**config.mk**
```make
export PLATFORM = sky130hd
export DESIGN_NAME = min_cost_k_jump_path_core
export DESIGN_NICKNAME = d
export VERILOG_FILES = /design/src/hw/rtl/mkjp_pkg.sv /design/src/hw/rtl/min_cost_k_jump_path_core.sv /design/src/hw/rtl/mkjp_window.sv /design/src/hw/rtl/mkjp_best.sv
export SDC_FILE = /design/constraint.sdc
export NUM_CORES = 2
export LEC_CHECK = 0
export BUFFER_PORTS_ARGS = -buffer_cell sky130_fd_sc_hd__clkbuf_2
export CAP_MARGIN = 30
export CORE_MARGIN = 4
export CORE_UTILIZATION = 35
export DETAILED_ROUTE_END_ITERATION = 12
export PLACE_DENSITY = 0.61
export SLEW_MARGIN = 40
export SYNTH_ARGS = -nofsm -noshare
export SYNTH_HDL_FRONTEND = slang
export SYNTH_SLANG_ARGS = --single-unit
```
**constraint.sdc**
```tcl
create_clock -name clock -period 63.5 [get_ports clock]
set_clock_uncertainty 0.1 [all_clocks]
set_input_delay 12.7 -clock clock [delete_from_list [all_inputs] [get_ports clock]]
set_output_delay 12.7 -clock clock [all_outputs]
set_load 0.02 [all_outputs]
```
**src/hw/rtl/mkjp_pkg.sv**
```systemverilog
package mkjp_pkg;

   localparam int MAX_JUMP    = 8;
   localparam int HEIGHT_BITS = 16;

   // field widths fixed by the port list
   localparam int REQ_HGT_W = 16;
   localparam int COST_W    = 32;
   localparam int CFG_W     = 4;

   // window height width: low HEIGHT_BITS bits of the incoming height
   localparam int HGT_W = (HEIGHT_BITS < REQ_HGT_W) ? HEIGHT_BITS : REQ_HGT_W;
   localparam int CNT_W = $clog2(MAX_JUMP + 1);
   localparam int SUM_W = COST_W + 1;

   typedef logic [HGT_W-1:0]  hgt_type;
   typedef logic [COST_W-1:0] cost_type;
   typedef logic [CNT_W-1:0]  cnt_type;
   typedef logic [SUM_W-1:0]  sum_type;
   typedef logic [CFG_W-1:0]  cfg_type;

   // one processed word, from the top level to the window
   typedef struct packed {
      logic load;
      logic path_start;
      logic path_end;
   } step_type;

endpackage

```
**src/hw/rtl/min_cost_k_jump_path_core.sv**
```systemverilog
// A word accepted into the input register moves to the result register and
// shows on rsp_*. Throughput: one word per cycle while rsp_stall is low; the
// min over the jump window is one combinational pass between those registers.
// Stalls hold both; a new word is taken while a result waits if in_valid_ff is low.
// Reset: synchronous, clears valids, window fill count and sets max_jump to 1.
module min_cost_k_jump_path_core (
   input  logic        clock,
   input  logic        reset,
   input  logic        req_valid,
   output logic        req_stall,
   input  logic [15:0] req_height,
   input  logic        req_path_start,
   input  logic        req_path_end,
   output logic        rsp_valid,
   input  logic        rsp_stall,
   output logic [31:0] rsp_cost,
   output logic        rsp_final_res,
   input  logic        csr_valid,
   output logic        csr_ready,
   input  logic [3:0]  csr_max_jump
);

   mkjp_pkg::cfg_type  max_jump_ff;
   logic               in_valid_ff;
   logic               in_valid_in;
   mkjp_pkg::hgt_type  in_height_ff;
   logic               in_start_ff;
   logic               in_end_ff;
   logic               out_valid_ff;
   logic               out_valid_in;
   mkjp_pkg::cost_type out_cost_ff;
   logic               out_final_ff;
   logic               accept;
   logic               advance;
   mkjp_pkg::step_type step;
   mkjp_pkg::hgt_type  height_win [mkjp_pkg::MAX_JUMP];
   mkjp_pkg::cost_type cost_win [mkjp_pkg::MAX_JUMP];
   mkjp_pkg::cnt_type  seen_eff;
   mkjp_pkg::cost_type best_cost;

   assign csr_ready = 1'b1;

   always_ff @(posedge clock) begin
      if (reset) begin
         max_jump_ff <= mkjp_pkg::cfg_type'(1);
      end else if (csr_valid && csr_ready) begin
         max_jump_ff <= csr_max_jump;
      end
   end

   // the held word moves on when the result register is free or draining
   assign advance   = in_valid_ff && (!out_valid_ff || !rsp_stall);
   assign req_stall = in_valid_ff && !advance;
   assign accept    = req_valid && !req_stall;

   always_comb begin
      if (accept) begin
         in_valid_in = 1'b1;
      end else if (advance) begin
         in_valid_in = 1'b0;
      end else begin
         in_valid_in = in_valid_ff;
      end
      if (advance) begin
         out_valid_in = 1'b1;
      end else if (!rsp_stall) begin
         out_valid_in = 1'b0;
      end else begin
         out_valid_in = out_valid_ff;
      end
   end

   always_ff @(posedge clock) begin
      if (reset) begin
         in_valid_ff  <= 1'b0;
         out_valid_ff <= 1'b0;
      end else begin
         in_valid_ff  <= in_valid_in;
         out_valid_ff <= out_valid_in;
      end
   end

   always_ff @(posedge clock) begin
      if (accept) begin
         in_height_ff <= req_height[mkjp_pkg::HGT_W-1:0];
         in_start_ff  <= req_path_start;
         in_end_ff    <= req_path_end;
      end
      if (advance) begin
         out_cost_ff  <= best_cost;
         out_final_ff <= in_end_ff;
      end
   end

   assign step.load       = advance;
   assign step.path_start = in_start_ff;
   assign step.path_end   = in_end_ff;

   mkjp_window u_window (
      .clock      (clock),
      .reset      (reset),
      .step       (step),
      .new_height (in_height_ff),
      .new_cost   (best_cost),
      .height_win (height_win),
      .cost_win   (cost_win),
      .seen_eff   (seen_eff)
   );

   mkjp_best u_best (
      .height     (in_height_ff),
      .max_jump   (max_jump_ff),
      .seen_eff   (seen_eff),
      .height_win (height_win),
      .cost_win   (cost_win),
      .best_cost  (best_cost)
   );

   assign rsp_valid     = out_valid_ff;
   assign rsp_cost      = out_cost_ff;
   assign rsp_final_res = out_final_ff;

   a_stall_only_full: assert property (@(posedge clock) disable iff (reset)
      req_stall |-> in_valid_ff && out_valid_ff && rsp_stall)
      else $error("input stalled without a blocked result");

   a_start_zero: assert property (@(posedge clock) disable iff (reset)
      advance && in_start_ff |=> rsp_valid && rsp_cost == '0)
      else $error("path start word gave nonzero cost");

   a_final_follows: assert property (@(posedge clock) disable iff (reset)
      advance |=> rsp_final_res == $past(in_end_ff))
      else $error("final flag does not match path end");

   a_no_loss: assert property (@(posedge clock) disable iff (reset)
      rsp_valid && rsp_stall && in_valid_ff |=> in_valid_ff)
      else $error("held word dropped while result stalled");

endmodule

```
**src/hw/rtl/mkjp_window.sv**
```systemverilog
module mkjp_window (
   input  logic                 clock,
   input  logic                 reset,
   input  mkjp_pkg::step_type   step,
   input  mkjp_pkg::hgt_type    new_height,
   input  mkjp_pkg::cost_type   new_cost,
   output mkjp_pkg::hgt_type    height_win [mkjp_pkg::MAX_JUMP],
   output mkjp_pkg::cost_type   cost_win [mkjp_pkg::MAX_JUMP],
   output mkjp_pkg::cnt_type    seen_eff
);

   mkjp_pkg::hgt_type  hgt_ff  [mkjp_pkg::MAX_JUMP];
   mkjp_pkg::cost_type cost_ff [mkjp_pkg::MAX_JUMP];
   mkjp_pkg::cnt_type  seen_ff;
   mkjp_pkg::cnt_type  seen_in;
   logic               ended_ff;
   logic               restart;

   // a new path begins on a start flag or right after a path end
   assign restart  = step.path_start || ended_ff;
   assign seen_eff = restart ? '0 : seen_ff;

   always_comb begin
      if (32'(seen_eff) < mkjp_pkg::MAX_JUMP) begin
         seen_in = seen_eff + mkjp_pkg::cnt_type'(1);
      end else begin
         seen_in = seen_eff;
      end
   end

   always_ff @(posedge clock) begin
      if (reset) begin
         seen_ff  <= '0;
         ended_ff <= 1'b0;
      end else if (step.load) begin
         seen_ff  <= seen_in;
         ended_ff <= step.path_end;
      end
   end

   // entries beyond seen_ff are masked downstream, so no reset needed here
   always_ff @(posedge clock) begin
      if (step.load) begin
         hgt_ff[0]  <= new_height;
         cost_ff[0] <= new_cost;
         for (int j = 1; j < mkjp_pkg::MAX_JUMP; j++) begin
            hgt_ff[j]  <= hgt_ff[j-1];
            cost_ff[j] <= cost_ff[j-1];
         end
      end
   end

   assign height_win = hgt_ff;
   assign cost_win   = cost_ff;

   a_seen_bound: assert property (@(posedge clock) disable iff (reset)
      32'(seen_ff) <= mkjp_pkg::MAX_JUMP)
      else $error("seen count above window depth");

   a_restart_clears: assert property (@(posedge clock) disable iff (reset)
      step.load && restart |=> seen_ff == mkjp_pkg::cnt_type'(1))
      else $error("restart did not leave one valid entry");

endmodule

```
**src/hw/rtl/mkjp_best.sv**
```systemverilog
module mkjp_best (
   input  mkjp_pkg::hgt_type    height,
   input  mkjp_pkg::cfg_type    max_jump,
   input  mkjp_pkg::cnt_type    seen_eff,
   input  mkjp_pkg::hgt_type    height_win [mkjp_pkg::MAX_JUMP],
   input  mkjp_pkg::cost_type   cost_win [mkjp_pkg::MAX_JUMP],
   output mkjp_pkg::cost_type   best_cost
);

   localparam int LVLS   = $clog2(mkjp_pkg::MAX_JUMP);
   localparam int LEAVES = 1 << LVLS;
   localparam int NODES  = 2 * LEAVES - 1;

   logic [31:0]       lim_cfg;
   logic [31:0]       lim;
   mkjp_pkg::hgt_type diff;
   mkjp_pkg::sum_type tree [NODES];
   mkjp_pkg::sum_type top;

   // effective jump limit: config clamped to 1..window, then at most seen
   always_comb begin
      lim_cfg = 32'(max_jump);
      if (lim_cfg < 32'd1) begin
         lim_cfg = 32'd1;
      end
      if (lim_cfg > mkjp_pkg::MAX_JUMP) begin
         lim_cfg = mkjp_pkg::MAX_JUMP;
      end
      lim = (lim_cfg > 32'(seen_eff)) ? 32'(seen_eff) : lim_cfg;
   end

   // candidates at the leaves, masked ones at all ones, then a min tree
   always_comb begin
      diff = '0;
      for (int i = 0; i < NODES; i++) begin
         tree[i] = '1;
      end
      for (int j = 0; j < mkjp_pkg::MAX_JUMP; j++) begin
         diff = (height >= height_win[j]) ? height - height_win[j]
                                          : height_win[j] - height;
         if (32'(j) < lim) begin
            tree[LEAVES-1+j] = mkjp_pkg::sum_type'(cost_win[j])
                             + mkjp_pkg::sum_type'(diff);
         end
      end
      for (int i = LEAVES - 2; i >= 0; i--) begin
         tree[i] = (tree[2*i+1] < tree[2*i+2]) ? tree[2*i+1] : tree[2*i+2];
      end
      top = tree[0];
   end

   always_comb begin
      if (lim == 32'd0) begin
         best_cost = '0;
      end else if (top[mkjp_pkg::COST_W]) begin
         best_cost = '1;
      end else begin
         best_cost = top[mkjp_pkg::COST_W-1:0];
      end
   end

endmodule
```
## Word-level counts from Yosys, hierarchy flattened

Index checks and enable logic that the tools add are counted.

| word-level totals | value |
|---|---|
| register bits after elaboration | 414 |
| latch bits | 0 |
| RAM bits | 0 |
| bits in read-only memories | 0 |
| input bits | 27 |
| output and inout port bits | 36 |
| word-level logic and storage cells | 122 |
| memories kept | 0 |

| operators by class | value |
|---|---|
| $add $sub $neg | 25 |
| $mul | 0 |
| div/mod/pow operators | 0 |
| order comparisons | 27 |
| eq/ne operators | 1 |
| shifts and indexed selects | 0 |
| multiplexer cells | 33 |
| bitwise operators | 0 |
| reduce and logical (&&, ||, !) cells | 11 |

Operator list:

| operator | number |
|---|---|
| $mux W33 | 15 |
| $add A32 B16 Y33 | 8 |
| $sub A16 B16 Y16 | 16 |
| $lt A33 B33 Y1 | 7 |
| $ge A16 B16 Y1 | 8 |
| $lt A3 B32 Y1 const A | 4 |
| $mux W16 | 8 |
| $lt A1 B32 Y1 const A | 2 |
| $lt A2 B32 Y1 const A | 2 |
| $logic_not A32 Y1 | 1 |
| $mux W32 | 1 |
| $mux W4 | 5 |
| $add A4 B1 Y4 const B | 1 |
| $gt A4 B4 Y1 | 1 |
| $gt A4 B4 Y1 const B | 1 |
| $logic_not A1 Y1 | 4 |
| $lt A4 B1 Y1 const B | 1 |
| $lt A4 B4 Y1 const B | 1 |
| $mux W1 | 4 |
| $logic_and A1 B1 Y1 | 3 |
| $logic_or A1 B1 Y1 | 2 |
| $ne A2 B1 Y1 const B | 1 |
| $reduce_bool A2 Y1 | 1 |

## Depth between registers and ports, before layout

| depth | value |
|---|---|
| word-level depth | 15 |
| gate-level depth with buffers | 74 |
| depth with buffers taken out | 68 |

## By module

From an unflattened synthesis, not the netlist that was laid out.

| unflattened totals | value |
|---|---|
| cell total of the unflattened synthesis | 4644 |
| area total of the unflattened synthesis | 42365.6 um^2 |

Modules (own cells, without submodules):

| module | instances | cells an instance | area each (um^2) |
|---|---|---|---|
| mkjp_best | 1 | 4155 | 28791.4 |
| mkjp_window | 1 | 413 | 11803.8 |
| min_cost_k_jump_path_core | 1 | 76 | 1770.4 |

## Least setup slack after synthesis

No wires, ideal clock.

| timing | value |
|---|---|
| path kind | input port to flip-flop |
| start point | input rsp_stall |
| end point | register u_window.seen_ff[2] |
| arrival time | 33216 ps |
| required time | 63267 ps |
| slack | 30052 ps |
| cell stages on the path | 4 |
| cells stage by stage | a21boi_1 -> o21ai_0 -> a22oi_1 -> nor2_1 |

| on the way | value |
|---|---|
| longest elaborated chain between the ends | 3 |

Ends and longest elaborated chain:

| element | RTL line | text |
|---|---|---|
| start, declared | min_cost_k_jump_path_core.sv:15 | `input logic rsp_stall,` |
| $logic_not A1 Y1 | - |  |
| $logic_or A1 B1 Y1 | min_cost_k_jump_path_core.sv:52 | `assign advance = in_valid_ff && (!out_valid_ff \|\| !rsp_stall);` |
| $logic_and A1 B1 Y1 | min_cost_k_jump_path_core.sv:52 |  |
| end signal, assigned | mkjp_window.sv:36 | `seen_ff <= seen_in;` |
| end, declared | mkjp_window.sv:14 | `mkjp_pkg::cnt_type seen_ff;` |

Every way passes these cells.
A chain may end at the register's enable or synchronous reset.

## Worst setup path after layout

| timing | value |
|---|---|
| start point | input rsp_stall |
| end point | output req_stall |

| on the way | value |
|---|---|
| longest elaborated chain between the ends | 5 |

Ends and longest elaborated chain:

| element | RTL line | text |
|---|---|---|
| $logic_not A1 Y1 | - |  |
| $logic_or A1 B1 Y1 | min_cost_k_jump_path_core.sv:52 |  |
| $logic_and A1 B1 Y1 | min_cost_k_jump_path_core.sv:52 |  |
| $logic_not A1 Y1 | min_cost_k_jump_path_core.sv:53 | `assign req_stall = in_valid_ff && !advance;` |
| $logic_and A1 B1 Y1 | min_cost_k_jump_path_core.sv:53 |  |
| end, declared | min_cost_k_jump_path_core.sv:10 | `output logic req_stall,` |

Every way passes these cells.

==> results_dict.tcl <==
set metrics [dict create \
    synth_enable_flop_cells 403 \
    worst_hold_path_type "reg2reg" \
    grt_pass1_vias 32100 \
    pre_cts_ws_ns 37.42 \
    syn_to_final_growth_pct 9.11 \
    outcome "complete, no violations" \
    maxCapViolCount 0 \
    synth.avg_cell_area_um2 9.09 \
    library_cells_used_by_synthesis 93 \
    routed_wire_length_per_instance_um 20.0 \
    die_area_mm2 0.124 \
    critical_path.endpoint_type "primary output" \
    seq_area_mm2 0.0123 \
    drt-initial-drc-count 2286 \
    fraction_of_layout_cells_with_a_size_suffix_above_1_pct 7.21 \
    final_max_slew_viol_count 0 \
    synthArstFlopShare_pct 0 \
    synth_largest_type_area_fraction_pct 29.2 \
    ir_worst_vdd_v 0.0000426 \
    top_level_ports 63 \
    setup-tns-final_ns 0 \
    fmaxAchievable_ghz 0.0384 \
    number_of_hold_repair_buffers_added_at_the_cts_stage 0 \
    ant_nets 0 \
    gr-total-overflow 0 \
    remaining_drc_errors 0 \
    port_buffers 61 \
    core_area_mm2 0.117 \
    grt_setup_unrepaired "no" \
    synth_cells 4556 \
    initial_core_util_pct 35.4 \
    tritoncts_num_sinks 414 \
    max-slew-margin-rel_pct 46.2 \
    setup.reg_to_reg.worst_slack_ns 45.39 \
    cts-buffers-inserted 49 \
    yosys_register_bits 414 \
    cts_setup_buffers 0 \
    yosys.area.top_type "sky130_fd_sc_hd__edfxtp_1" \
    synth.top_cells.by_area "sky130_fd_sc_hd__edfxtp_1 29%, sky130_fd_sc_hd__ha_1 18%, sky130_fd_sc_hd__a21oi_1 4.9%" \
    static_power_due_to_leakage_nw 19.5 \
    synth_area_mm2 0.0414 \
    multi_input_comb_area_mm2 0.0271 \
    final_net_count 5202 \
    routed_via_density 5.49 \
    cts.path.max_buffers 3 \
    clock_insertion_delay_worst_skew_ns 0.62 \
    yosys_most_used_dff "sky130_fd_sc_hd__edfxtp_1" \
    cts_tree "built" \
    crit_required_ns 50.70 \
    critical_path.startpoint_type "input port" \
    synth_seq_area_share_pct 29.8 \
    pin_count_of_the_biggest_net_entering_global_routing 141 \
    dp_hpwl_um 100000 \
    grt_pass1_wl_um 186000 \
    synth.yosys.warnings 0 \
    r2r_cells 66 \
    antenna_found_initial 2 \
    worst_slack_ns 37.43 \
    chipWidth_um 352 \
    setup_viol 0 \
    worstSetupPathType "in2out" \
    critical_path_peak_fanout 3 \
    fill_cells 11600 \
    ctsHtreeMaxLevel 2 \
    die-height_um 352 \
    hold-path-cell-count 0 \
    place.gp.congestion 0.920 \
    cts_repair_resize_count 0 \
    layout_min_cycle_time_ns 26.07 \
    drt_first_pass_iters 6 \
    finalCritPeriodShare_pct 41.1 \
    dr_total_vias 33600 \
    syn-num-nets 5209 \
    cts_root_buffer "sky130_fd_sc_hd__clkbuf_16" \
    num_rows 125 \
    wl_um 123000 \
    grt_use_total_pct 19.0 \
    timing_hold_violations_final 0 \
    clk_pin_slew_worst_paths_ns 0.06 \
    tightest_slew_ns 0.806 \
    pwr_density_cell_mw_per_mm2 32.8 \
    worst-endpoint-arrival_ns 13.27 \
]
cell type report:
type | instances | share of cell area (%)
clock inverters | 39 | 1.12
repair buffers | 116 | 1.72
clock buffers | 52 | 2.83
flip-flops and latches | 414 | 27.3
diodes | 2 | 0.0111
multi-input cells | 3620 | 59.9
well taps | 1524 | 4.22
inverters | 348 | 2.89
path summary, 6_finish.rpt:
kind / endpoint / start
worst max-delay path: req_stall / rsp_stall
worst min-delay path: u_window.cost_win[127] / u_window.cost_win[159]
worst max register to register: u_window.cost_win[229] / in_height_ff[3]
worst min register to register: u_window.cost_win[127] / u_window.cost_win[159]
state kept, by name, summed over array words and instances (netlist names):
register	count
max_jump_ff	4
in_valid_ff	1
u_window.seen_ff	4
rsp_final_res	1
u_window.height_win	128
u_window.cost_win	256
in_start_ff	1
u_window.ended_ff	1
in_height_ff	16
in_end_ff	1
rsp_valid	1
layout by cell type (no fill, tap or decap), types with 108 or more instances in the layout:
cell type	n
sky130_fd_sc_hd__ha_1	602
sky130_fd_sc_hd__xor2_1	108
sky130_fd_sc_hd__o21ai_0	237
sky130_fd_sc_hd__a21o_1	216
sky130_fd_sc_hd__mux2i_1	110
sky130_fd_sc_hd__a21oi_1	400
sky130_fd_sc_hd__nor2_1	305
sky130_fd_sc_hd__xnor2_1	203
sky130_fd_sc_hd__inv_1	346
sky130_fd_sc_hd__nand2_1	299
sky130_fd_sc_hd__edfxtp_1	403
routing by layer:
layer  wire length, um  track usage (%)  share of wire (%)
met2             57100             31.8                 47
met4              5070             7.33                4.1
met1             54800             25.3                 45
met5                 0                0                  0
met3              5600             1.77                4.6
critical path, cell delays in order:
cell and delay [ns]:
sky130_fd_sc_hd__clkbuf_2 0.13, sky130_fd_sc_hd__and3_1 0.25, sky130_fd_sc_hd__clkbuf_2 0.20
report_power, final:
part           internal, mW  switching, mW
combinational         0.300          0.529
clock                 0.194          0.122
sequential            0.321         0.0152
per-stage QoR:
step                cells  cell area (um^2)  total power [mW]  hold slack [ns]  utilization (%)
global placement     6019             43300              1.15            0.341             37.0
finish               6115             45200              1.48            0.340             38.7
floorplan            4556             41400             0.936            0.326                -
global route         6113             45200              1.58            0.353             38.7
detailed placement   6021             43300              1.16            0.338             37.1
CTS                  6112             45100              1.48            0.343             38.6
synthesized netlist by cell type (13+ instances only):
cell type,number
sky130_fd_sc_hd__a211oi_1,52
sky130_fd_sc_hd__a21boi_0,17
sky130_fd_sc_hd__a21o_1,216
sky130_fd_sc_hd__a21oi_1,404
sky130_fd_sc_hd__a221oi_2,29
sky130_fd_sc_hd__a22o_1,20
sky130_fd_sc_hd__a22oi_1,18
sky130_fd_sc_hd__a31oi_1,34
sky130_fd_sc_hd__and2_1,48
sky130_fd_sc_hd__and3_1,55
sky130_fd_sc_hd__buf_4,34
sky130_fd_sc_hd__clkbuf_1,116
sky130_fd_sc_hd__edfxtp_1,403
sky130_fd_sc_hd__fa_1,24
sky130_fd_sc_hd__ha_1,602
sky130_fd_sc_hd__inv_1,346
sky130_fd_sc_hd__mux2_2,25
sky130_fd_sc_hd__mux2i_1,110
sky130_fd_sc_hd__nand2_1,300
sky130_fd_sc_hd__nand2b_1,53
sky130_fd_sc_hd__nand3_1,96
sky130_fd_sc_hd__nand4_1,73
sky130_fd_sc_hd__nor2_1,307
sky130_fd_sc_hd__nor2b_1,78
sky130_fd_sc_hd__nor3_1,74
sky130_fd_sc_hd__nor4_1,14
sky130_fd_sc_hd__o211ai_1,18
sky130_fd_sc_hd__o21a_1,65
sky130_fd_sc_hd__o21ai_0,239
sky130_fd_sc_hd__o21bai_1,79
sky130_fd_sc_hd__o22ai_1,13
sky130_fd_sc_hd__o2bb2ai_1,19
sky130_fd_sc_hd__or2_2,29
sky130_fd_sc_hd__or3_1,22
sky130_fd_sc_hd__xnor2_1,203
sky130_fd_sc_hd__xor2_1,108
cell families (layout without fill, tap and decap cells):
| kind of cell | after synthesis | count (layout) | synth area share (%) |
|---|---|---|---|
| xor gates and xnor gates | 311 | 311 | 6.58 |
| adders and majority gates | 626 | 626 | 19.4 |
| buffers and inverters | 522 | 555 | 5.15 |
| other | 1 | 3 | 0.00906 |
| muxes | 140 | 140 | 3.51 |
| AOI/OAI and AO/OA | 1368 | 1368 | 22.0 |
| and+or+nand+nor | 1174 | 1174 | 13.7 |
| DFF | 414 | 414 | 29.8 |
Power figures use the tool's default switching activity.
